## src/lrbd_pkg.sv

```systemverilog
// ----------------------------------------------------------------------------
// lrbd_pkg
// types and constants shared by the relay blink driver modules
// ----------------------------------------------------------------------------
package lrbd_pkg;

   // field widths
   localparam int unsigned FUNC_W  = 2;
   localparam int unsigned MS_W    = 16;
   localparam int unsigned TICKS_W = 16;
   localparam int unsigned CYCLE_W = 10;

   // command codes
   localparam logic [FUNC_W-1:0] FUNC_TICK    = 2'd0;
   localparam logic [FUNC_W-1:0] FUNC_SET_ON  = 2'd1;
   localparam logic [FUNC_W-1:0] FUNC_SET_OFF = 2'd2;
   localparam logic [FUNC_W-1:0] FUNC_BLINK   = 2'd3;

   // shortest blink phase in ms and reset tick period
   localparam logic [MS_W-1:0]    MIN_BLINK_MS     = 16'd50;
   localparam logic [CYCLE_W-1:0] CYCLE_TIME_RESET = 10'd10;

   typedef struct packed {
      logic [FUNC_W-1:0] func;
      logic [MS_W-1:0]   on_time_ms;
      logic [MS_W-1:0]   off_time_ms;
      logic [TICKS_W-1:0] repeat_total;
   } req_data_type;

   typedef struct packed {
      logic on_coil_drive;
      logic off_coil_drive;
      logic relay_closed;
      logic relay_commanded;
      logic blink_active;
   } rsp_data_type;

   // controller to datapath
   typedef struct packed {
      logic accept_simple;
      logic accept_blink;
      logic commit_blink;
   } ctrl_cmd_type;

   // datapath to controller
   typedef struct packed {
      logic div_done;
      logic rsp_free;
   } dp_status_type;

   typedef enum logic [2:0] {
      ST_IDLE   = 3'b001,
      ST_DIVIDE = 3'b010,
      ST_COMMIT = 3'b100
   } ctrl_state_type;

endpackage

```

## src/lrbd_divider.sv

```systemverilog
// ----------------------------------------------------------------------------
// lrbd_divider
// restoring divider, one quotient bit per cycle, quotient held until restart
// ----------------------------------------------------------------------------
module lrbd_divider (
   input  logic                              clock,
   input  logic                              reset,
   input  logic                              start,
   input  logic [lrbd_pkg::MS_W-1:0]         dividend,
   input  logic [lrbd_pkg::CYCLE_W-1:0]      divisor,
   output logic [lrbd_pkg::TICKS_W-1:0]      quotient,
   output logic                              done
);

   localparam int unsigned STEPS   = lrbd_pkg::MS_W;
   localparam int unsigned CNT_W   = $clog2(STEPS);
   localparam logic [CNT_W-1:0] LAST_STEP = CNT_W'(STEPS - 1);

   logic                          busy_ff, busy_in;
   logic                          done_ff, done_in;
   logic [CNT_W-1:0]              count_ff, count_in;
   logic [lrbd_pkg::CYCLE_W-1:0]  rem_ff, rem_in;
   logic [lrbd_pkg::CYCLE_W-1:0]  div_ff, div_in;
   logic [lrbd_pkg::MS_W-1:0]     quo_ff, quo_in;
   logic [lrbd_pkg::CYCLE_W:0]    trial;
   logic                          fits;

   // trial subtract of the shifted remainder
   assign trial = {rem_ff, quo_ff[lrbd_pkg::MS_W-1]};
   assign fits  = (trial >= {1'b0, div_ff});

   always_comb begin
      busy_in  = busy_ff;
      done_in  = 1'b0;
      count_in = count_ff;
      rem_in   = rem_ff;
      div_in   = div_ff;
      quo_in   = quo_ff;
      if (start) begin
         busy_in  = 1'b1;
         count_in = '0;
         rem_in   = '0;
         div_in   = divisor;
         quo_in   = dividend;
      end else if (busy_ff) begin
         rem_in   = fits ? lrbd_pkg::CYCLE_W'(trial - {1'b0, div_ff})
                         : trial[lrbd_pkg::CYCLE_W-1:0];
         quo_in   = {quo_ff[lrbd_pkg::MS_W-2:0], fits};
         count_in = count_ff + 1'b1;
         if (count_ff == LAST_STEP) begin
            busy_in = 1'b0;
            done_in = 1'b1;
         end
      end
   end

   // control state
   always_ff @(posedge clock) begin
      if (reset) begin
         busy_ff  <= 1'b0;
         done_ff  <= 1'b0;
         count_ff <= '0;
      end else begin
         busy_ff  <= busy_in;
         done_ff  <= done_in;
         count_ff <= count_in;
      end
   end

   // working registers
   always_ff @(posedge clock) begin
      rem_ff <= rem_in;
      div_ff <= div_in;
      quo_ff <= quo_in;
   end

   assign quotient = quo_ff;
   assign done     = done_ff;

endmodule

```

## src/lrbd_datapath.sv

```systemverilog
// ----------------------------------------------------------------------------
// lrbd_datapath
// relay and blink state, tick update, blink time conversion, result register
// ----------------------------------------------------------------------------
module lrbd_datapath (
   input  logic                          clock,
   input  logic                          reset,
   input  lrbd_pkg::ctrl_cmd_type        cmd,
   output lrbd_pkg::dp_status_type       status,
   input  lrbd_pkg::req_data_type        req_data,
   input  logic                          csr_write_enable,
   input  logic [lrbd_pkg::CYCLE_W-1:0]  csr_write_data,
   output logic                          rsp_valid,
   input  logic                          rsp_stall,
   output lrbd_pkg::rsp_data_type        rsp_data
);

   logic [lrbd_pkg::CYCLE_W-1:0] cycle_time_ff, cycle_time_in;
   logic cmd_ff, cmd_in;
   logic act_ff, act_in;
   logic pulse_ff, pulse_in;
   logic set_ff, set_in;
   logic rst_coil_ff, rst_coil_in;
   logic blink_ff, blink_in;
   logic [lrbd_pkg::TICKS_W-1:0] phase_ff, phase_in;
   logic [lrbd_pkg::TICKS_W-1:0] rep_ff, rep_in;
   logic [lrbd_pkg::TICKS_W-1:0] on_ticks_ff, on_ticks_in;
   logic [lrbd_pkg::TICKS_W-1:0] off_ticks_ff, off_ticks_in;
   logic [lrbd_pkg::TICKS_W-1:0] rep_cap_ff, rep_cap_in;
   logic                         rsp_valid_ff, rsp_valid_in;
   lrbd_pkg::rsp_data_type       rsp_data_ff, rsp_data_in;

   logic [lrbd_pkg::MS_W-1:0]    on_ms_clamped, off_ms_clamped;
   logic [lrbd_pkg::CYCLE_W-1:0] divisor;
   logic [lrbd_pkg::TICKS_W-1:0] on_quo, off_quo;
   logic                         on_done, off_done;
   logic                         load_rsp;

   // blink times raised to the minimum, zero period taken as one
   assign on_ms_clamped  = (req_data.on_time_ms < lrbd_pkg::MIN_BLINK_MS)
                           ? lrbd_pkg::MIN_BLINK_MS : req_data.on_time_ms;
   assign off_ms_clamped = (req_data.off_time_ms < lrbd_pkg::MIN_BLINK_MS)
                           ? lrbd_pkg::MIN_BLINK_MS : req_data.off_time_ms;
   assign divisor = (cycle_time_ff == '0) ? lrbd_pkg::CYCLE_W'(1) : cycle_time_ff;

   // on and off times divided side by side
   lrbd_divider u_div_on (
      .clock    (clock),
      .reset    (reset),
      .start    (cmd.accept_blink),
      .dividend (on_ms_clamped),
      .divisor  (divisor),
      .quotient (on_quo),
      .done     (on_done)
   );

   lrbd_divider u_div_off (
      .clock    (clock),
      .reset    (reset),
      .start    (cmd.accept_blink),
      .dividend (off_ms_clamped),
      .divisor  (divisor),
      .quotient (off_quo),
      .done     (off_done)
   );

   assign cycle_time_in = csr_write_enable ? csr_write_data : cycle_time_ff;
   assign rep_cap_in    = cmd.accept_blink ? req_data.repeat_total : rep_cap_ff;
   assign load_rsp      = cmd.accept_simple | cmd.commit_blink;

   // next relay and blink state
   always_comb begin
      cmd_in       = cmd_ff;
      act_in       = act_ff;
      pulse_in     = pulse_ff;
      set_in       = set_ff;
      rst_coil_in  = rst_coil_ff;
      blink_in     = blink_ff;
      phase_in     = phase_ff;
      rep_in       = rep_ff;
      on_ticks_in  = on_ticks_ff;
      off_ticks_in = off_ticks_ff;
      if (cmd.accept_simple) begin
         case (req_data.func)
            lrbd_pkg::FUNC_TICK: begin
               // set coil side: energise, then release and latch closed
               if (cmd_ff && !act_ff) begin
                  if (!pulse_ff) begin
                     set_in   = 1'b1;
                     pulse_in = 1'b1;
                  end else begin
                     set_in   = 1'b0;
                     pulse_in = 1'b0;
                     act_in   = 1'b1;
                  end
               end
               // reset coil side: energise, then release and latch open
               if (!cmd_ff && act_ff) begin
                  if (!pulse_ff) begin
                     rst_coil_in = 1'b1;
                     pulse_in    = 1'b1;
                  end else begin
                     rst_coil_in = 1'b0;
                     pulse_in    = 1'b0;
                     act_in      = 1'b0;
                  end
               end
               // blink phase sequencing
               if (blink_ff) begin
                  if (phase_ff != '0) begin
                     phase_in = phase_ff - 1'b1;
                  end else if (cmd_ff) begin
                     cmd_in   = 1'b0;
                     phase_in = off_ticks_ff;
                  end else if (rep_ff != lrbd_pkg::TICKS_W'(1)) begin
                     cmd_in   = 1'b1;
                     phase_in = on_ticks_ff;
                     if (rep_ff > lrbd_pkg::TICKS_W'(1)) begin
                        rep_in = rep_ff - 1'b1;
                     end
                  end else begin
                     blink_in = 1'b0;
                  end
               end
            end
            lrbd_pkg::FUNC_SET_ON: begin
               cmd_in = 1'b1;
            end
            lrbd_pkg::FUNC_SET_OFF: begin
               cmd_in = 1'b0;
            end
            default: begin
               cmd_in = cmd_ff;
            end
         endcase
      end
      if (cmd.commit_blink) begin
         on_ticks_in  = on_quo;
         off_ticks_in = off_quo;
         phase_in     = on_quo;
         rep_in       = rep_cap_ff;
         cmd_in       = 1'b1;
         blink_in     = 1'b1;
      end
   end

   // result register
   always_comb begin
      rsp_data_in.on_coil_drive   = set_in;
      rsp_data_in.off_coil_drive  = rst_coil_in;
      rsp_data_in.relay_closed    = act_in;
      rsp_data_in.relay_commanded = cmd_in;
      rsp_data_in.blink_active    = blink_in;
      if (load_rsp) begin
         rsp_valid_in = 1'b1;
      end else if (!rsp_stall) begin
         rsp_valid_in = 1'b0;
      end else begin
         rsp_valid_in = rsp_valid_ff;
      end
   end

   // control and architectural state
   always_ff @(posedge clock) begin
      if (reset) begin
         cycle_time_ff <= lrbd_pkg::CYCLE_TIME_RESET;
         cmd_ff        <= 1'b0;
         act_ff        <= 1'b0;
         pulse_ff      <= 1'b0;
         set_ff        <= 1'b0;
         rst_coil_ff   <= 1'b0;
         blink_ff      <= 1'b0;
         phase_ff      <= '0;
         rep_ff        <= '0;
         on_ticks_ff   <= '0;
         off_ticks_ff  <= '0;
         rsp_valid_ff  <= 1'b0;
      end else begin
         cycle_time_ff <= cycle_time_in;
         cmd_ff        <= cmd_in;
         act_ff        <= act_in;
         pulse_ff      <= pulse_in;
         set_ff        <= set_in;
         rst_coil_ff   <= rst_coil_in;
         blink_ff      <= blink_in;
         phase_ff      <= phase_in;
         rep_ff        <= rep_in;
         on_ticks_ff   <= on_ticks_in;
         off_ticks_ff  <= off_ticks_in;
         rsp_valid_ff  <= rsp_valid_in;
      end
   end

   // payload registers
   always_ff @(posedge clock) begin
      rep_cap_ff <= rep_cap_in;
      if (load_rsp) begin
         rsp_data_ff <= rsp_data_in;
      end
   end

   assign status.div_done = on_done & off_done;
   assign status.rsp_free = ~rsp_valid_ff | ~rsp_stall;
   assign rsp_valid       = rsp_valid_ff;
   assign rsp_data        = rsp_data_ff;

endmodule

```

## src/lrbd_controller.sv

```systemverilog
// ----------------------------------------------------------------------------
// lrbd_controller
// sequences acceptance, blink time conversion and result commit
// ----------------------------------------------------------------------------
module lrbd_controller (
   input  logic                          clock,
   input  logic                          reset,
   input  logic                          req_valid,
   output logic                          req_stall,
   input  logic [lrbd_pkg::FUNC_W-1:0]   req_func,
   input  lrbd_pkg::dp_status_type       status,
   output lrbd_pkg::ctrl_cmd_type        cmd
);

   lrbd_pkg::ctrl_state_type state_ff, state_in;
   logic accept;

   // take a command only when idle and the result register frees up
   assign req_stall = ~((state_ff == lrbd_pkg::ST_IDLE) & status.rsp_free);
   assign accept    = req_valid & ~req_stall;

   always_comb begin
      state_in          = state_ff;
      cmd.accept_simple = 1'b0;
      cmd.accept_blink  = 1'b0;
      cmd.commit_blink  = 1'b0;
      case (state_ff)
         lrbd_pkg::ST_IDLE: begin
            if (accept) begin
               if (req_func == lrbd_pkg::FUNC_BLINK) begin
                  cmd.accept_blink = 1'b1;
                  state_in         = lrbd_pkg::ST_DIVIDE;
               end else begin
                  cmd.accept_simple = 1'b1;
               end
            end
         end
         lrbd_pkg::ST_DIVIDE: begin
            if (status.div_done) begin
               state_in = lrbd_pkg::ST_COMMIT;
            end
         end
         lrbd_pkg::ST_COMMIT: begin
            if (status.rsp_free) begin
               cmd.commit_blink = 1'b1;
               state_in         = lrbd_pkg::ST_IDLE;
            end
         end
         default: begin
            state_in = lrbd_pkg::ST_IDLE;
         end
      endcase
   end

   // state register
   always_ff @(posedge clock) begin
      if (reset) begin
         state_ff <= lrbd_pkg::ST_IDLE;
      end else begin
         state_ff <= state_in;
      end
   end

endmodule

```

## src/latching_relay_blink_driver_core.sv

```systemverilog
// ----------------------------------------------------------------------------
// latching_relay_blink_driver_core
// bistable relay coil driver with tick-timed pulses and blink sequencing
// ----------------------------------------------------------------------------
// Each command gives one result. Tick, set-on and set-off are handled in the
// cycle they are taken, and a new command can follow every cycle as long as
// the result side keeps up. Start-blink converts both blink times from ms to
// ticks with two 16-step restoring dividers running side by side, and the next
// command is taken only after it has passed the divide and commit states. The
// tick period register may only be written while no command is in flight.
module latching_relay_blink_driver_core (
   input  logic                          clock,
   input  logic                          reset,
   input  logic                          req_valid,
   output logic                          req_stall,
   input  lrbd_pkg::req_data_type        req_data,
   output logic                          rsp_valid,
   input  logic                          rsp_stall,
   output lrbd_pkg::rsp_data_type        rsp_data,
   input  logic                          csr_write_enable,
   input  logic [lrbd_pkg::CYCLE_W-1:0]  csr_write_data
);

   lrbd_pkg::ctrl_cmd_type  cmd;
   lrbd_pkg::dp_status_type status;

   // sequencing
   lrbd_controller u_controller (
      .clock     (clock),
      .reset     (reset),
      .req_valid (req_valid),
      .req_stall (req_stall),
      .req_func  (req_data.func),
      .status    (status),
      .cmd       (cmd)
   );

   // state and arithmetic
   lrbd_datapath u_datapath (
      .clock            (clock),
      .reset            (reset),
      .cmd              (cmd),
      .status           (status),
      .req_data         (req_data),
      .csr_write_enable (csr_write_enable),
      .csr_write_data   (csr_write_data),
      .rsp_valid        (rsp_valid),
      .rsp_stall        (rsp_stall),
      .rsp_data         (rsp_data)
   );

endmodule

```

## config.mk

```make
export PLATFORM = sky130hd
export DESIGN_NAME = latching_relay_blink_driver_core
export DESIGN_NICKNAME = d
export VERILOG_FILES = /design/src/lrbd_pkg.sv /design/src/lrbd_divider.sv /design/src/lrbd_datapath.sv /design/src/lrbd_controller.sv /design/src/latching_relay_blink_driver_core.sv
export SDC_FILE = /design/constraint.sdc
export NUM_CORES = 1
export LEC_CHECK = 0
export BUFFER_PORTS_ARGS = -buffer_cell sky130_fd_sc_hd__buf_2
export CAP_MARGIN = 15
export CELL_PAD_IN_SITES_DETAIL_PLACEMENT = 0
export CELL_PAD_IN_SITES_GLOBAL_PLACEMENT = 1
export CORE_ASPECT_RATIO = 0.8
export CORE_MARGIN = 2
export CORE_UTILIZATION = 40
export DETAILED_ROUTE_END_ITERATION = 7
export PLACE_DENSITY_LB_ADDON = 0.15
export SYNTH_ARGS = -nofsm -noshare
export SYNTH_HDL_FRONTEND = slang
export SYNTH_HIERARCHICAL = 1
export SYNTH_SLANG_ARGS = --single-unit
```

## constraint.sdc

```tcl
create_clock -name clock -period 3.7 [get_ports clock]
set_input_delay 0.555 -clock clock [delete_from_list [all_inputs] [get_ports clock]]
set_output_delay 0.555 -clock clock [all_outputs]
set_load 0.005 [all_outputs]
```

==> impl_metrics.tcl <==
set metrics [dict create \
    diodes 0 \
    yosys-top-cells-count "116 x dfxtp_1, 112 x nor2_1, 78 x nand2_1, 73 x edfxtp_1, 57 x clkbuf_1" \
    synth_edf_count 73 \
    wl_per_cell_um 16.1 \
    drt_iter0_drc 387 \
    rsz0062_at_grt "false" \
    hold_viol_final 0 \
    cts_resized 0 \
    grt.overflow.total 0 \
    vias_per_cell 5.24 \
    cts.clk_slew.worst_paths_ps 70 \
    core_area_um2 23500 \
    grt_pass1_vias 6786 \
    gp_congestion 0.794 \
    yosys_most_used_dff "dfxtp_1" \
    ant_nets 0 \
    finalSetupTns_ps 0 \
    r2r_setup_slack_ps 720 \
    status "finished clean" \
    initial_core_util_pct 40.9 \
    dieWidth_um 177 \
    clock_latency_ps 440 \
    drive_above_1_share_pct 18.4 \
    final_cell_area_um2 10700 \
    row_count 50 \
    rr_worst_depth 8 \
    yosys.area.top_type "dfxtp_1" \
    crit_path_end_kind "flop" \
    cap_violations 0 \
    multiInputGateArea_um2 4580 \
    antenna_found_initial 0 \
    p_leak_nw 4.06 \
    rr_startpoint "u_controller/state_ff[0]" \
    holdPathEnd "u_datapath/rep_cap_ff[9]" \
    slowest_delay_ps 520 \
    io_pins 72 \
    route.detailed.drc 0 \
    netlist_area_um2 9590 \
    period_minus_slack_ps 2980 \
    dieArea_um2 25200 \
    numCtsBuffers 17 \
    cts-root-buf "clkbuf_16" \
    critPathRequiredTime_ps 4040 \
    yosys_warnings 6 \
    dp_hpwl_mm 15.0 \
    grt_max_degree 56 \
    track_usage_pct 17.7 \
    yosys-top-cells-area "dfxtp_1 24%, edfxtp_1 23%, mux2i_1 4.9%" \
    crit_type "reg -> reg" \
    r2r-end "u_datapath/rep_ff[8]" \
    post-synth-top-count-cell "dfxtp_1" \
    cp_data_arrival_time_ps 3320 \
    hold_depth 1 \
    die_h_um 142 \
    synth_top_area_share_pct 24.2 \
    post_dp_cell_area_um2 10100 \
    cts_htree_levels 4 \
    cp_cell_sequence "and4bb_2 > nand2_1 > a21oi_1 > nand4bb_1 > or4_4 > a2111o_4 > or3_1 > a311oi_1" \
    hold_class "in -> reg" \
    async_flop_share_pct 0 \
    cts_buffer_depth 2 \
    ys_seq_elements 189 \
    clock_skew_ps 10.0 \
    ys_seq_area_share_pct 47.1 \
    slew_headroom_pct 34.6 \
    grt_pass1_wl_mm 35.2 \
    io_buffers 71 \
    cts_sinks 189 \
    ff_latch_area_um2 4510 \
    slew_violations 0 \
    min_from "req_data[9]" \
    postCtsHoldBufs 0 \
    fin_nets 1097 \
    worst_pin_slew_ps 979 \
    cts_tree "built" \
    cp_slowest_cell "a2111o_4" \
    fill_cells 2263 \
    cp_max_fo 8 \
    vdd.ir_drop.worst_uv 345 \
    setup.worst_path.start "u_controller/state_ff[0]" \
    power_density_nw_per_um2 527 \
    area_delta_synth_final_pct 12.1 \
    post_cts_buffers 0 \
    fin_crit_sh_pct 80.5 \
    drtPass1Iterations 5 \
    max_freq_ghz 0.336 \
    start_kind "flop" \
    syn-num-nets 1066 \
    wl_mm 21.3 \
    synth_area_per_cell_um2 9.87 \
    hold_slack_ps 290 \
    syn_inst 971 \
    ys_types 77 \
    num_vias 6955 \
    setup_viol 0 \
]
[layout make-up]
type / count / share of cell area, %
multi-input combinational: 669 / 42.6
sequential: 189 / 42.0
timing repair buffer: 89 / 4.82
clock buffer: 17 / 3.96
tap: 312 / 3.63
clock inverter: 15 / 1.75
inverter: 36 / 1.27
[routing by layer]
layer  share of wire (%)  vias to the layer above  GRT usage [%]
met4                0.93                        0           4.57
met1                  49                     3297           23.9
met5                   0                        -              0
met2                  47                       88           29.3
met3                 2.7                       15           3.39
li1                    -                     3555              -
[kinds of logic after synthesis]
kind of cell             share of synthesized area (%)
AND/OR/NAND/NOR                                   17.8
AO/OA/AOI/OAI                                     12.7
flip-flops                                        47.1
adder cells (fa/ha/maj)                           4.07
buffers and inverters                             5.25
multiplexers                                      9.06
XOR/XNOR                                          4.11
[worst max path at each step]
stage                                      end  slack [ps]
2_1_floorplan  u_datapath/u_div_on/quotient[0]         570
3_3_place_gp              u_datapath/rep_ff[8]         510
6_report                  u_datapath/rep_ff[8]         720
5_1_grt                   u_datapath/rep_ff[8]         590
3_5_place_dp              u_datapath/rep_ff[8]         440
4_1_cts                   u_datapath/rep_ff[8]         730
[layout by cell type (no fill, tap or decap), types with 16 or more instances in the layout]
cell | Yosys | routed
clkbuf_16 | 0 | 17
nor4_1 | 19 | 19
a211oi_1 | 28 | 28
mux2_2 | 34 | 34
buf_4 | 2 | 17
a311oi_1 | 16 | 16
buf_2 | 1 | 70
a21oi_1 | 38 | 38
dfxtp_1 | 116 | 116
xor2_1 | 18 | 18
nor3_1 | 21 | 21
inv_1 | 34 | 33
nand2_1 | 78 | 78
xnor2_1 | 27 | 27
o21ai_0 | 22 | 22
edfxtp_1 | 73 | 73
ha_1 | 28 | 28
nor2_1 | 112 | 112
nor2b_1 | 19 | 19
mux2i_1 | 47 | 47
[metrics by stage]
stage | setup slack (ps) | instances | total power, mW | util (%)
detailed placement | 439 | 1295 | 3.79 | 43.2
global placement | 506 | 1295 | 3.80 | 43.2
global route | 585 | 1327 | 6.01 | 45.8
finish | 723 | 1327 | 5.66 | 45.8
floorplan | 569 | 971 | 3.55 | -
CTS | 726 | 1327 | 5.74 | 45.8
[power by group]
group          leakage [nW]  total, mW  switching (mW)  internal (mW)
clock network         0.295       1.91           0.836           1.08
registers              1.62       2.48           0.136           2.34
logic                  2.15       1.27           0.698          0.572
total                  4.06       5.66            1.67           3.99
[flip-flops by register name, indices dropped and copies added, names as in the netlist, 16 cells and up]
signal                         count
u_datapath/off_ticks_ff           16
u_datapath/on_ticks_ff            16
u_datapath/phase_ff               16
u_datapath/rep_cap_ff             16
u_datapath/rep_ff                 16
u_datapath/u_div_off/quotient     16
u_datapath/u_div_on/quotient      16
[critical path, delay by kind of cell (launching register included)]
kind	cells	cell delay, ps
compound gates	3	1050
flops	1	460
simple gates	5	1370
Note: power is estimated with default switching activity, not from simulation.
